[src/design/lzss_bd_pkg.sv]
// Shared types and constants for the LZSS block decoder.
// No dependencies; used by every module of the decoder.
`default_nettype none

package lzss_bd_pkg;

    localparam int HIST_AW        = 8;
    localparam int WINDOW_DEPTH   = 2 ** HIST_AW;
    localparam int HEADER_BYTES   = 4;
    localparam int HDR_POS_W      = 3;
    localparam int COUNT_W        = 8;
    localparam int LEN_W          = 5;
    localparam int LOOKBACK_CELLS = 2;

    localparam logic [HDR_POS_W-1:0] HDR_COUNT_POS = HDR_POS_W'(1);
    localparam logic [3:0]           HDR_END       = 4'(HEADER_BYTES);
    localparam logic [3:0]           FLAG_COUNT    = 4'd8;
    localparam logic [LEN_W-1:0]     MATCH_MIN     = LEN_W'(3);
    localparam logic [LEN_W-1:0]     MATCH_MAX     = LEN_W'(18);

    typedef struct packed {
        logic               we;
        logic [HIST_AW-1:0] addr;
        logic [7:0]         data;
    } hist_wr_t;

    typedef struct packed {
        logic               re;
        logic [HIST_AW-1:0] addr;
    } hist_rd_t;

    typedef struct packed {
        logic               valid;
        logic [HIST_AW-1:0] addr;
        logic [7:0]         data;
    } cell_t;

    typedef enum logic [3:0] {
        PH_HEADER = 4'b0001,
        PH_FLAG   = 4'b0010,
        PH_ITEM   = 4'b0100,
        PH_MATCH2 = 4'b1000
    } phase_t;

endpackage

`default_nettype wire

[src/design/lzss_block_decoder.sv]
// LZSS block decoder top level: stream parser, match copy engine, output register.
// Depends on lzss_bd_pkg and lzss_bd_history.
//
// Takes one packed byte per request and gives decoded bytes on the result side.
// Header, flag and match-first bytes give no result; a literal gives one
// result. A match-second byte of length L (3 to 18, clipped to the bytes left
// in the block) holds the input until its copy is done: one history read per
// output byte through the single read port of the 256-byte window memory,
// plus the registered read. A stalled result side holds the copy in place.
// m_tuser carries block_end (bit 0) and overrun_error (bit 1); m_tlast marks
// the last byte caused by one input byte.
`default_nettype none

module lzss_block_decoder (
    input  wire         aclk,
    input  wire         aresetn,
    input  wire         s_tvalid,
    output logic        s_tready,
    input  wire  [7:0]  s_tdata,   // [7:0] in_byte
    output logic        m_tvalid,
    input  wire         m_tready,
    output logic [7:0]  m_tdata,   // [7:0] out_byte
    output logic        m_tlast,
    output logic [1:0]  m_tuser    // [0] block_end, [1] overrun_error
);

    localparam int AW  = lzss_bd_pkg::HIST_AW;
    localparam int CW  = lzss_bd_pkg::COUNT_W;
    localparam int LW  = lzss_bd_pkg::LEN_W;
    localparam int HPW = lzss_bd_pkg::HDR_POS_W;

    lzss_bd_pkg::phase_t   phase_reg, phase_next;
    logic [CW-1:0]         rc_reg, rc_next;
    logic [7:0]            flag_reg, flag_next;
    logic [3:0]            fbl_reg, fbl_next;
    logic [HPW-1:0]        hpos_reg, hpos_next;
    logic [LW-1:0]         pend_reg, pend_next;
    logic [AW-1:0]         wr_ptr_reg;

    logic [LW-1:0]         cp_cnt_reg, cp_cnt_next;
    logic [AW-1:0]         cp_addr_reg, cp_addr_next;
    logic                  cp_err_reg, cp_err_next;
    logic                  cp_end_reg, cp_end_next;

    logic                  b_valid_reg;
    logic                  b_last_reg, b_end_reg, b_err_reg;

    logic                  m_valid_reg;
    logic [7:0]            m_data_reg;
    logic                  m_last_reg, m_end_reg, m_err_reg;

    logic                  adv, busy, lit_emit, s_fire, lit_fire, a_fire, b_fire;
    logic                  out_load;
    logic [7:0]            load_data;
    logic                  load_last, load_end, load_err;
    logic [3:0]            pos_inc;
    logic [CW-1:0]         rc_hdr;
    logic [LW-1:0]         match_len;
    logic                  match_clip;
    logic [7:0]            hist_data;

    lzss_bd_pkg::hist_wr_t hw;
    lzss_bd_pkg::hist_rd_t hr;

    lzss_bd_history u_history (
        .aclk    (aclk),
        .aresetn (aresetn),
        .wr      (hw),
        .rd      (hr),
        .rd_data (hist_data)
    );

    assign adv      = !m_valid_reg || m_tready;
    assign busy     = (cp_cnt_reg != '0) || b_valid_reg;
    assign lit_emit = (phase_reg == lzss_bd_pkg::PH_ITEM) && (rc_reg != '0)
                      && (fbl_reg != '0) && !flag_reg[7];
    assign s_tready = !busy && (!lit_emit || adv);
    assign s_fire   = s_tvalid && s_tready;
    assign lit_fire = s_fire && lit_emit;
    assign a_fire   = (cp_cnt_reg != '0) && adv;
    assign b_fire   = b_valid_reg && adv;

    assign match_clip = {{(CW-LW){1'b0}}, pend_reg} > rc_reg;
    assign match_len  = match_clip ? rc_reg[LW-1:0] : pend_reg;
    assign pos_inc    = {1'b0, hpos_reg} + 4'd1;
    assign rc_hdr     = (hpos_reg == lzss_bd_pkg::HDR_COUNT_POS) ? s_tdata : rc_reg;

    // parser
    always_comb begin
        phase_next   = phase_reg;
        rc_next      = rc_reg;
        flag_next    = flag_reg;
        fbl_next     = fbl_reg;
        hpos_next    = hpos_reg;
        pend_next    = pend_reg;
        cp_cnt_next  = cp_cnt_reg;
        cp_addr_next = cp_addr_reg;
        cp_err_next  = cp_err_reg;
        cp_end_next  = cp_end_reg;
        if (a_fire) begin
            cp_cnt_next  = cp_cnt_reg - LW'(1);
            cp_addr_next = cp_addr_reg + AW'(1);
        end
        if (s_fire) begin
            unique case (phase_reg)
                lzss_bd_pkg::PH_HEADER: begin
                    rc_next = rc_hdr;
                    if (pos_inc >= lzss_bd_pkg::HDR_END) begin
                        hpos_next  = '0;
                        phase_next = (rc_hdr == '0) ? lzss_bd_pkg::PH_HEADER
                                                    : lzss_bd_pkg::PH_FLAG;
                    end else begin
                        hpos_next = pos_inc[HPW-1:0];
                    end
                end
                lzss_bd_pkg::PH_FLAG: begin
                    flag_next  = s_tdata;
                    fbl_next   = lzss_bd_pkg::FLAG_COUNT;
                    phase_next = lzss_bd_pkg::PH_ITEM;
                end
                lzss_bd_pkg::PH_ITEM: begin
                    priority if (rc_reg == '0) begin
                        phase_next = lzss_bd_pkg::PH_HEADER;
                        hpos_next  = '0;
                    end else if (fbl_reg == '0) begin
                        flag_next = s_tdata;
                        fbl_next  = lzss_bd_pkg::FLAG_COUNT;
                    end else if (!flag_reg[7]) begin
                        rc_next   = rc_reg - CW'(1);
                        flag_next = {flag_reg[6:0], 1'b0};
                        fbl_next  = fbl_reg - 4'd1;
                        priority if (rc_next == '0) begin
                            phase_next = lzss_bd_pkg::PH_HEADER;
                            hpos_next  = '0;
                        end else if (fbl_next == '0) begin
                            phase_next = lzss_bd_pkg::PH_FLAG;
                        end else begin
                            phase_next = lzss_bd_pkg::PH_ITEM;
                        end
                    end else begin
                        pend_next  = {1'b0, s_tdata[7:4]} + lzss_bd_pkg::MATCH_MIN;
                        phase_next = lzss_bd_pkg::PH_MATCH2;
                    end
                end
                lzss_bd_pkg::PH_MATCH2: begin
                    cp_cnt_next  = match_len;
                    cp_addr_next = wr_ptr_reg + ~s_tdata;
                    cp_err_next  = match_clip;
                    cp_end_next  = ({{(CW-LW){1'b0}}, match_len} == rc_reg);
                    rc_next      = rc_reg - {{(CW-LW){1'b0}}, match_len};
                    pend_next    = '0;
                    flag_next    = {flag_reg[6:0], 1'b0};
                    fbl_next     = (fbl_reg != '0) ? fbl_reg - 4'd1 : fbl_reg;
                    priority if (rc_next == '0) begin
                        phase_next = lzss_bd_pkg::PH_HEADER;
                        hpos_next  = '0;
                    end else if (fbl_next == '0) begin
                        phase_next = lzss_bd_pkg::PH_FLAG;
                    end else begin
                        phase_next = lzss_bd_pkg::PH_ITEM;
                    end
                end
                default: begin
                    phase_next = lzss_bd_pkg::PH_HEADER;
                end
            endcase
        end
    end

    always_ff @(posedge aclk) begin
        if (!aresetn) begin
            phase_reg   <= lzss_bd_pkg::PH_HEADER;
            rc_reg      <= '0;
            flag_reg    <= '0;
            fbl_reg     <= '0;
            hpos_reg    <= '0;
            pend_reg    <= '0;
            cp_cnt_reg  <= '0;
            cp_err_reg  <= 1'b0;
            cp_end_reg  <= 1'b0;
            b_valid_reg <= 1'b0;
            wr_ptr_reg  <= '0;
            m_valid_reg <= 1'b0;
        end else begin
            phase_reg   <= phase_next;
            rc_reg      <= rc_next;
            flag_reg    <= flag_next;
            fbl_reg     <= fbl_next;
            hpos_reg    <= hpos_next;
            pend_reg    <= pend_next;
            cp_cnt_reg  <= cp_cnt_next;
            cp_err_reg  <= cp_err_next;
            cp_end_reg  <= cp_end_next;
            if (adv) begin
                b_valid_reg <= a_fire;
            end
            if (hw.we) begin
                wr_ptr_reg <= wr_ptr_reg + AW'(1);
            end
            if (out_load) begin
                m_valid_reg <= 1'b1;
            end else if (m_tready) begin
                m_valid_reg <= 1'b0;
            end
        end
    end

    always_ff @(posedge aclk) begin
        cp_addr_reg <= cp_addr_next;
        if (a_fire) begin
            b_last_reg <= (cp_cnt_reg == LW'(1));
            b_end_reg  <= cp_end_reg && (cp_cnt_reg == LW'(1));
            b_err_reg  <= cp_err_reg;
        end
        if (out_load) begin
            m_data_reg <= load_data;
            m_last_reg <= load_last;
            m_end_reg  <= load_end;
            m_err_reg  <= load_err;
        end
    end

    // history access and output register load
    always_comb begin
        out_load  = lit_fire || b_fire;
        load_data = lit_fire ? s_tdata : hist_data;
        load_last = lit_fire ? 1'b1 : b_last_reg;
        load_end  = lit_fire ? (rc_reg == CW'(1)) : b_end_reg;
        load_err  = lit_fire ? 1'b0 : b_err_reg;
        hw.we     = out_load;
        hw.addr   = wr_ptr_reg;
        hw.data   = load_data;
        hr.re     = a_fire;
        hr.addr   = cp_addr_reg;
    end

    assign m_tvalid   = m_valid_reg;
    assign m_tdata    = m_data_reg;
    assign m_tlast    = m_last_reg;
    assign m_tuser[0] = m_end_reg;
    assign m_tuser[1] = m_err_reg;

    a_no_request_while_copy: assert property (@(posedge aclk) disable iff (!aresetn)
        busy |-> !s_tready)
        else $error("input taken during match copy");

    a_single_writer: assert property (@(posedge aclk) disable iff (!aresetn)
        !(lit_fire && b_fire))
        else $error("literal and copy write collide");

    a_copy_len_bound: assert property (@(posedge aclk) disable iff (!aresetn)
        cp_cnt_reg <= lzss_bd_pkg::MATCH_MAX)
        else $error("copy count beyond longest match");

    a_copy_holds_on_stall: assert property (@(posedge aclk) disable iff (!aresetn)
        b_valid_reg && !adv |=> b_valid_reg && $stable(cp_cnt_reg))
        else $error("copy advanced while output stalled");

endmodule

`default_nettype wire

[src/design/lzss_bd_cell.sv]
// One lookback cell: holds a recent history write and hands it to its neighbor.
// Depends on lzss_bd_pkg.
`default_nettype none

module lzss_bd_cell (
    input  wire                                 aclk,
    input  wire                                 aresetn,
    input  wire                                 shift_en,
    input  lzss_bd_pkg::cell_t                  cell_in,
    input  wire [lzss_bd_pkg::HIST_AW-1:0]      probe_addr,
    output lzss_bd_pkg::cell_t                  cell_out,
    output logic                                hit
);

    logic                              valid_reg;
    logic [lzss_bd_pkg::HIST_AW-1:0]   addr_reg;
    logic [7:0]                        data_reg;

    always_ff @(posedge aclk) begin
        if (!aresetn) begin
            valid_reg <= 1'b0;
        end else if (shift_en) begin
            valid_reg <= cell_in.valid;
        end
    end

    always_ff @(posedge aclk) begin
        if (shift_en) begin
            addr_reg <= cell_in.addr;
            data_reg <= cell_in.data;
        end
    end

    assign cell_out.valid = valid_reg;
    assign cell_out.addr  = addr_reg;
    assign cell_out.data  = data_reg;
    assign hit            = valid_reg && (addr_reg == probe_addr);

endmodule

`default_nettype wire

[src/design/lzss_bd_history.sv]
// History window: 256-byte memory with registered read and a chain of lookback
// cells that forwards writes the memory read has not yet seen. Uses lzss_bd_cell.
`default_nettype none

module lzss_bd_history (
    input  wire                    aclk,
    input  wire                    aresetn,
    input  lzss_bd_pkg::hist_wr_t  wr,
    input  lzss_bd_pkg::hist_rd_t  rd,
    output logic [7:0]             rd_data
);

    logic [7:0]                      mem [lzss_bd_pkg::WINDOW_DEPTH];
    logic [7:0]                      rd_data_reg;
    logic [lzss_bd_pkg::HIST_AW-1:0] rd_addr_reg;

    lzss_bd_pkg::cell_t              chain_in  [lzss_bd_pkg::LOOKBACK_CELLS];
    lzss_bd_pkg::cell_t              chain_out [lzss_bd_pkg::LOOKBACK_CELLS];
    logic [lzss_bd_pkg::LOOKBACK_CELLS-1:0] hits;

    always_ff @(posedge aclk) begin
        if (wr.we) begin
            mem[wr.addr] <= wr.data;
        end
    end

    always_ff @(posedge aclk) begin
        if (rd.re) begin
            rd_data_reg <= mem[rd.addr];
            rd_addr_reg <= rd.addr;
        end
    end

    assign chain_in[0].valid = 1'b1;
    assign chain_in[0].addr  = wr.addr;
    assign chain_in[0].data  = wr.data;

    for (genvar i = 0; i < lzss_bd_pkg::LOOKBACK_CELLS; i++) begin : g_cell
        if (i > 0) begin : g_link
            assign chain_in[i] = chain_out[i-1];
        end
        lzss_bd_cell u_cell (
            .aclk       (aclk),
            .aresetn    (aresetn),
            .shift_en   (wr.we),
            .cell_in    (chain_in[i]),
            .probe_addr (rd_addr_reg),
            .cell_out   (chain_out[i]),
            .hit        (hits[i])
        );
    end

    // newest matching write wins
    always_comb begin
        rd_data = rd_data_reg;
        for (int i = lzss_bd_pkg::LOOKBACK_CELLS - 1; i >= 0; i--) begin
            if (hits[i]) begin
                rd_data = chain_out[i].data;
            end
        end
    end

endmodule

`default_nettype wire
[config.mk]
export PLATFORM = sky130hd
export DESIGN_NAME = lzss_block_decoder
export DESIGN_NICKNAME = d
export VERILOG_FILES = /design/src/design/lzss_bd_pkg.sv /design/src/design/lzss_block_decoder.sv /design/src/design/lzss_bd_cell.sv /design/src/design/lzss_bd_history.sv
export SDC_FILE = /design/constraint.sdc
export NUM_CORES = 2
export LEC_CHECK = 0
export BUFFER_PORTS_ARGS = -buffer_cell sky130_fd_sc_hd__buf_2
export CAP_MARGIN = 0
export CORE_MARGIN = 3
export CORE_UTILIZATION = 30
export CTS_CLUSTER_DIAMETER = 80
export DETAILED_ROUTE_END_ITERATION = 12
export PLACE_DENSITY_LB_ADDON = 0.15
export SLEW_MARGIN = 15
export SYNTH_ARGS = -nofsm -noshare
export SYNTH_HDL_FRONTEND = slang
export SYNTH_SLANG_ARGS = --single-unit
export TNS_END_PERCENT = 100
[constraint.sdc]
create_clock -name aclk -period 14.7 [get_ports aclk]
set_input_delay 1.47 -clock aclk [delete_from_list [all_inputs] [get_ports aclk]]
set_output_delay 1.47 -clock aclk [all_outputs]
set_load 0.05 [all_outputs]
======== Word level (Yosys, flattened, before mapping) ========
Memory sizes are Yosys's and may differ from the RTL's. A register that Yosys moved wholly into a read port is not among the register bits.
Index checks and enable logic that the tools add are counted.
storage, ports and cells
  output and inout bits ................... 13
  bits in registers ....................... 105
  memories kept ........................... 1
  logic and storage cells ................. 150
  bits of input ports ..................... 12
  bits in writable memories ............... 2048
cells by class
  reduce and logical (&&, ||, !) cells .... 40
  multiplexer cells ....................... 50
  bitwise logic cells ..................... 1
  $add $sub $neg .......................... 9
  equality and inequality tests ........... 20
  $lt $le $gt $ge ......................... 2
memory list
  memory         words  bits a word  read ports  clocked after Yosys merged registers in  write ports  RTL line               RTL
  u_history.mem  256    8            1           1                                        1            lzss_bd_history.sv:13  logic [7:0] mem [lzss_bd_pkg::WINDOW_DEPTH];
operators by type and width
  operator             count
  $mux 8               13
  $pmux 8 s3           2
  $mux 5               7
  $logic_not 8->1      4
  $mux 4               8
  $mux 3               10
  $add 8x1->8 const B  2
  $eq 8x8->1           2
  $pmux 4 s4           1
  $logic_not 4->1      3
  $ne 2x2->1 const B   6
  $pmux 4 s3           1
  $logic_and 1x1->1    11
  $pmux 5 s2           1
  $reduce_and 5->1     2
  $pmux 3 s3           1
  $add 8x8->8          1
  $eq 5x8->1           1
  $eq 8x1->1 const B   1
  $gt 5x8->1           1
  $not 8->8            1
  $reduce_bool 8->1    1
  $sub 8x1->8 const B  1
  $sub 8x5->8          1
  other kinds (26)     40

======== Longest topological paths before layout ========
  depth after elaboration ................. 12
  gate-level depth with buffers ........... 20
  gate-level depth less buffers ........... 18

======== By module ========
A second synthesis with hierarchy kept.
second synthesis, totals
  cell total of the unflattened synthesis .. 4461
  area, all modules ....................... 86153.9 µm²
by module, submodules not included
  module              area an instance (µm²)  sequential area each (µm²)  cells each  instances
  lzss_bd_history     80105.6                 61979.4                     3793        1
  lzss_block_decoder  4809.6                  1561.5                      604         1
  lzss_bd_cell        619.3                   500.5                       32          2

======== Worst setup path after synthesis ========
No wires, ideal clock.
  path kind ............................... input -> register
  from .................................... input port m_tready
  to ...................................... register u_history.g_cell[0].u_cell.data_reg[6] (data pin)
  path slack .............................. 0.213 ns
  buffers on the path ..................... 1
  library setup time ...................... 2.194 ns
  data required time ...................... 12.506 ns
  data arrival time ....................... 12.292 ns
  stages on the path ...................... 5
  cell sequence ........................... nor2b_1 a2111oi_4 and2_1 clkbuf_1 o21ai_0
on the way
  cells in the longest elaborated chain, start to end .. 6
RTL lines
  element                 RTL line                   RTL
  start: declaration      lzss_block_decoder.sv:21   input wire m_tready,
  $logic_or 1x1->1        lzss_block_decoder.sv:73   assign adv = !m_valid_reg || m_tready;
  $logic_or 1x1->1        lzss_block_decoder.sv:77   assign s_tready = !busy && (!lit_emit || adv);
  $logic_and 1x1->1       lzss_block_decoder.sv:77
  $logic_and 1x1->1       lzss_block_decoder.sv:78   assign s_fire = s_tvalid && s_tready;
  $logic_and 1x1->1       lzss_block_decoder.sv:79   assign lit_fire = s_fire && lit_emit;
  $mux 8                  lzss_block_decoder.sv:226  load_data = lit_fire ? s_tdata : hist_data;
  via load_data[6]        lzss_block_decoder.sv:54   logic [7:0] load_data;
  end signal: assignment  lzss_bd_cell.sv:30         data_reg <= cell_in.data;
  end: declaration        lzss_bd_cell.sv:17         logic [7:0] data_reg;
The timed path passes the listed nets, and every way through them passes these cells.
A chain may end at the register's enable or synchronous reset.

======== Worst setup path after layout ========
  from .................................... register rc_reg[1]
  to ...................................... memory u_history.mem[146][7], enable pin
on the way
  cells in the longest elaborated chain, start to end .. 12
RTL lines
  element                              RTL line                   RTL
  start: declaration                   lzss_block_decoder.sv:33   logic [CW-1:0] rc_reg, rc_next;
  start signal: assignment             lzss_block_decoder.sv:186  rc_reg <= rc_next;
  $reduce_bool 8->1 (*)                lzss_block_decoder.sv:75   assign lit_emit = (phase_reg == lzss_bd_pkg::PH_ITEM) && (rc_reg != '0)
  $logic_and 1x1->1 (*)                lzss_block_decoder.sv:75
  $logic_and 1x1->1 (*) (2 in series)  lzss_block_decoder.sv:76   && (fbl_reg != '0) && !flag_reg[7];
  $logic_not 1->1                      lzss_block_decoder.sv:77
  $logic_or 1x1->1                     lzss_block_decoder.sv:77
  $logic_and 1x1->1                    lzss_block_decoder.sv:77
  $logic_and 1x1->1                    lzss_block_decoder.sv:78
  $logic_and 1x1->1 (*)                lzss_block_decoder.sv:79
  $logic_or 1x1->1 (*)                 lzss_block_decoder.sv:225  out_load = lit_fire || b_fire;
  $mux 1 (*)                           lzss_bd_history.sv:22      if (wr.we) begin
  $mux 1 (not written as such) (*)     lzss_bd_history.sv:23      mem[wr.addr] <= wr.data;
  end: declaration                     lzss_bd_history.sv:13
Mark *: on every way between the ends. The rest lies on a longest branch, timed or not.

==> flow_metrics.tcl <==
set metrics [dict create \
    post-route-min-period_ns 5.65 \
    grt_start_max_net_pins 197 \
    min-delay-path-class "flip-flop to flip-flop" \
    clockBufferDepth 3 \
    max_slew_margin 0.0654 \
    ys.flop_type "edfxtp_1" \
    max_stage_delay_ns 0.92 \
    die_w_um 539 \
    dp_hpwl_um 137000 \
    fin_hold_ws_ns 0.431 \
    path_cells "inv_1 -> ha_1 -> nor4b_4 -> a2111oi_4 -> a2111oi_4 -> and2_1 -> buf_4 -> a21o_2 -> buf_4 -> nand4_1 -> nor2_1" \
    period_share 0.385 \
    crit_fanout 45 \
    synth_cells 4001 \
    nets 4140 \
    syn-num-nets 4046 \
    cap_violations 0 \
    start_kind "flip-flop" \
    yosys_warnings 0 \
    final-seq-area_mm2 0.0643 \
    dr.pass1.iters 7 \
    hold_start "cp_err_reg" \
    via_count 40000 \
    drc 0 \
    hold_viol 0 \
    clk_latency_ns 0.88 \
    worstMarginPinSlew_ns 1.40 \
    setup_slack_ns 9.05 \
    routabilityCongestion 0.758 \
    syn_area_mm2 0.0852 \
    status "finished clean" \
    arrival_ns 6.16 \
    synth_cell_type_count 74 \
    busiest_layer "met2" \
    grt_pass1_wl_um 328000 \
    avgSynthCellArea_um2 21.3 \
    async_flop_share 0 \
    drive_gt1_frac 0.262 \
    synth_edf_count 2102 \
    skew_ns 0.0656 \
    finalSetupTns_ns 0 \
    grtUsageMet1 0.224 \
    crit-reg2reg-capture "u_history.mem[146][7]" \
    use_met2 0.251 \
    ff2ff_setup_slack_ns 9.05 \
    drt_first_iter_violations 3416 \
    area_delta_synth_final_pct 14.5 \
    largest_register_ffs 2048 \
    rr_worst_depth 11 \
    ant_nets 0 \
    grt_use_total 0.156 \
    vias_per_cell 4.98 \
    drv_slew 0 \
    wl_per_cell_um 28.5 \
    yosysSeqAreaShare 0.755 \
    multi_input_area_mm2 0.0200 \
    max_freq_mhz 177 \
    clkSinkCount 2161 \
    grt_pass1_vias 41900 \
    antenna_found_initial 4 \
    routed_wl_um 230000 \
    die_y_um 539 \
    htree_num_levels 4 \
    core_mm2 0.283 \
    io_buffers 24 \
    path_clk_slew_ns 0.06 \
    power_density_mw_per_mm2 130 \
    hold_buffers 0 \
    reg2reg_from "rc_reg[1]" \
    rows 195 \
    synth_seq_cells 2161 \
    cts_tree "yes" \
    numCtsBuffers 234 \
    nFillCells 26300 \
    cp_slowest_cell "nor2_1" \
    initial_core_util 0.302 \
    post_cts_buffers 0 \
    gr-total-overflow 0 \
    cp-end-kind "flip-flop" \
    hold_depth 0 \
    cts_root_buf "clkbuf_16" \
    io_pins 25 \
    power.leakage_nw 20.3 \
    setup_viol 0 \
    place_ws_ns 8.68 \
    peakVddDrop_v 0.000121 \
    min_to "b_err_reg" \
    dieArea_mm2 0.290 \
    critPathKind "flip-flop to flip-flop" \
    cts-resized-gates 0 \
    rsz0062_at_grt "no" \
    cp.required_ns 15.20 \
    use_met3 0.0253 \
]
## cell usage in the layout (no fill, tap or decap), types with 24 or more instances in the layout
| cell | count |
|---|---|
| nand2_1 | 100 |
| ha_1 | 31 |
| dfxtp_1 | 55 |
| clkbuf_1 | 40 |
| clkbuf_16 | 235 |
| a21oi_1 | 49 |
| mux4_2 | 640 |
| buf_4 | 65 |
| a22oi_1 | 50 |
| o21ai_0 | 36 |
| clkinv_1 | 63 |
| nor2_1 | 324 |
| inv_1 | 32 |
| clkinv_2 | 43 |
| xor2_1 | 28 |
| nor2b_1 | 26 |
| edfxtp_1 | 2102 |
| buf_2 | 24 |
## worst max-delay path, delay by kind of cell, from the launching register on
kind            cells  cell delay, ns
simple gates        4            2.29
fa+ha+maj           1            0.35
buf+inv             3            1.21
flops               1            0.34
compound gates      3            1.04
## worst max-delay path by stage
stage	start	slack, ns	cells past startpoint	to
after floorplan	m_tready	0.21	5	u_history.g_cell[0].u_cell.data_reg[6]
after detailed placement	m_tready	8.68	9	u_history.mem[146][2]
after global routing	rc_reg[1]	8.62	11	u_history.mem[158][0]
final	rc_reg[1]	9.05	11	u_history.mem[146][7]
after global placement	m_tready	8.70	9	u_history.mem[157][2]
after CTS	rc_reg[1]	9.00	11	u_history.mem[144][7]
## metal layers
layer  up-vias  wire length, um
met4         2             4300
met5         -               15
li1      16900                -
met1     22000           106000
met2       909           110000
met3       264             9950
## power breakdown
| part | switching [mW] | total (mW) | internal [mW] |
|---|---|---|---|
| combinational | 0.121 | 0.204 | 0.0837 |
| sequential | 0.0114 | 6.67 | 6.66 |
| clock | 2.50 | 5.84 | 3.34 |
## metrics by stage
stage	instance area (um2)	power (mW)	instances	util
floorplan	85200	6.96	4001	-
global placement	89900	7.01	7601	0.318
detailed placement	89900	7.01	7601	0.318
CTS	97500	12.9	8037	0.345
global route	97500	13.1	8039	0.345
finish	97500	12.7	8039	0.345
## kinds of logic (layout without fill, tap and decap cells)
group / Yosys count / after routing / synth area share
buffers and inverters: 276 / 570 / 0.0134
AOI/OAI and AO/OA: 251 / 251 / 0.0209
other: 0 / 1 / 0
xor gates and xnor gates: 49 / 49 / 0.00504
adders and majority gates: 34 / 34 / 0.00514
DFF: 2161 / 2161 / 0.755
and+or+nand+nor: 578 / 578 / 0.0302
muxes: 652 / 652 / 0.171
## area by class of cell
class                           instances  area share
Antenna cell                            1   0.0000257
Clock buffer                          275      0.0618
Clock inverter                        161      0.0161
Inverter                               34     0.00131
Multi-Input combinational cell       1564       0.205
Sequential cell                      2161       0.659
Tap cell                             3743      0.0480
Timing Repair Buffer                  100     0.00857
## synthesized netlist by cell type (10+ instances only)
cell type	n	area share
mux2i_1	12	0.0014
buf_1	41	0.0018
buf_2	51	0.0030
dfxtp_1	59	0.014
a22o_1	17	0.0017
nand2b_1	10	0.00073
edfxtp_1	2102	0.74
a221oi_1	17	0.0017
clkbuf_1	137	0.0060
inv_1	32	0.0014
xor2_1	28	0.0029
xnor2_1	21	0.0022
ha_1	31	0.0046
buf_4	10	0.00088
a22oi_1	50	0.0044
nor2b_1	28	0.0021
nor3_1	17	0.0010
and2_1	20	0.0015
mux4_2	640	0.17
nand3_1	30	0.0018
nand2_1	100	0.0044
nor2_1	325	0.014
a21oi_1	49	0.0029
o21ai_0	44	0.0026
Note: power is estimated with default switching activity, not from simulation.
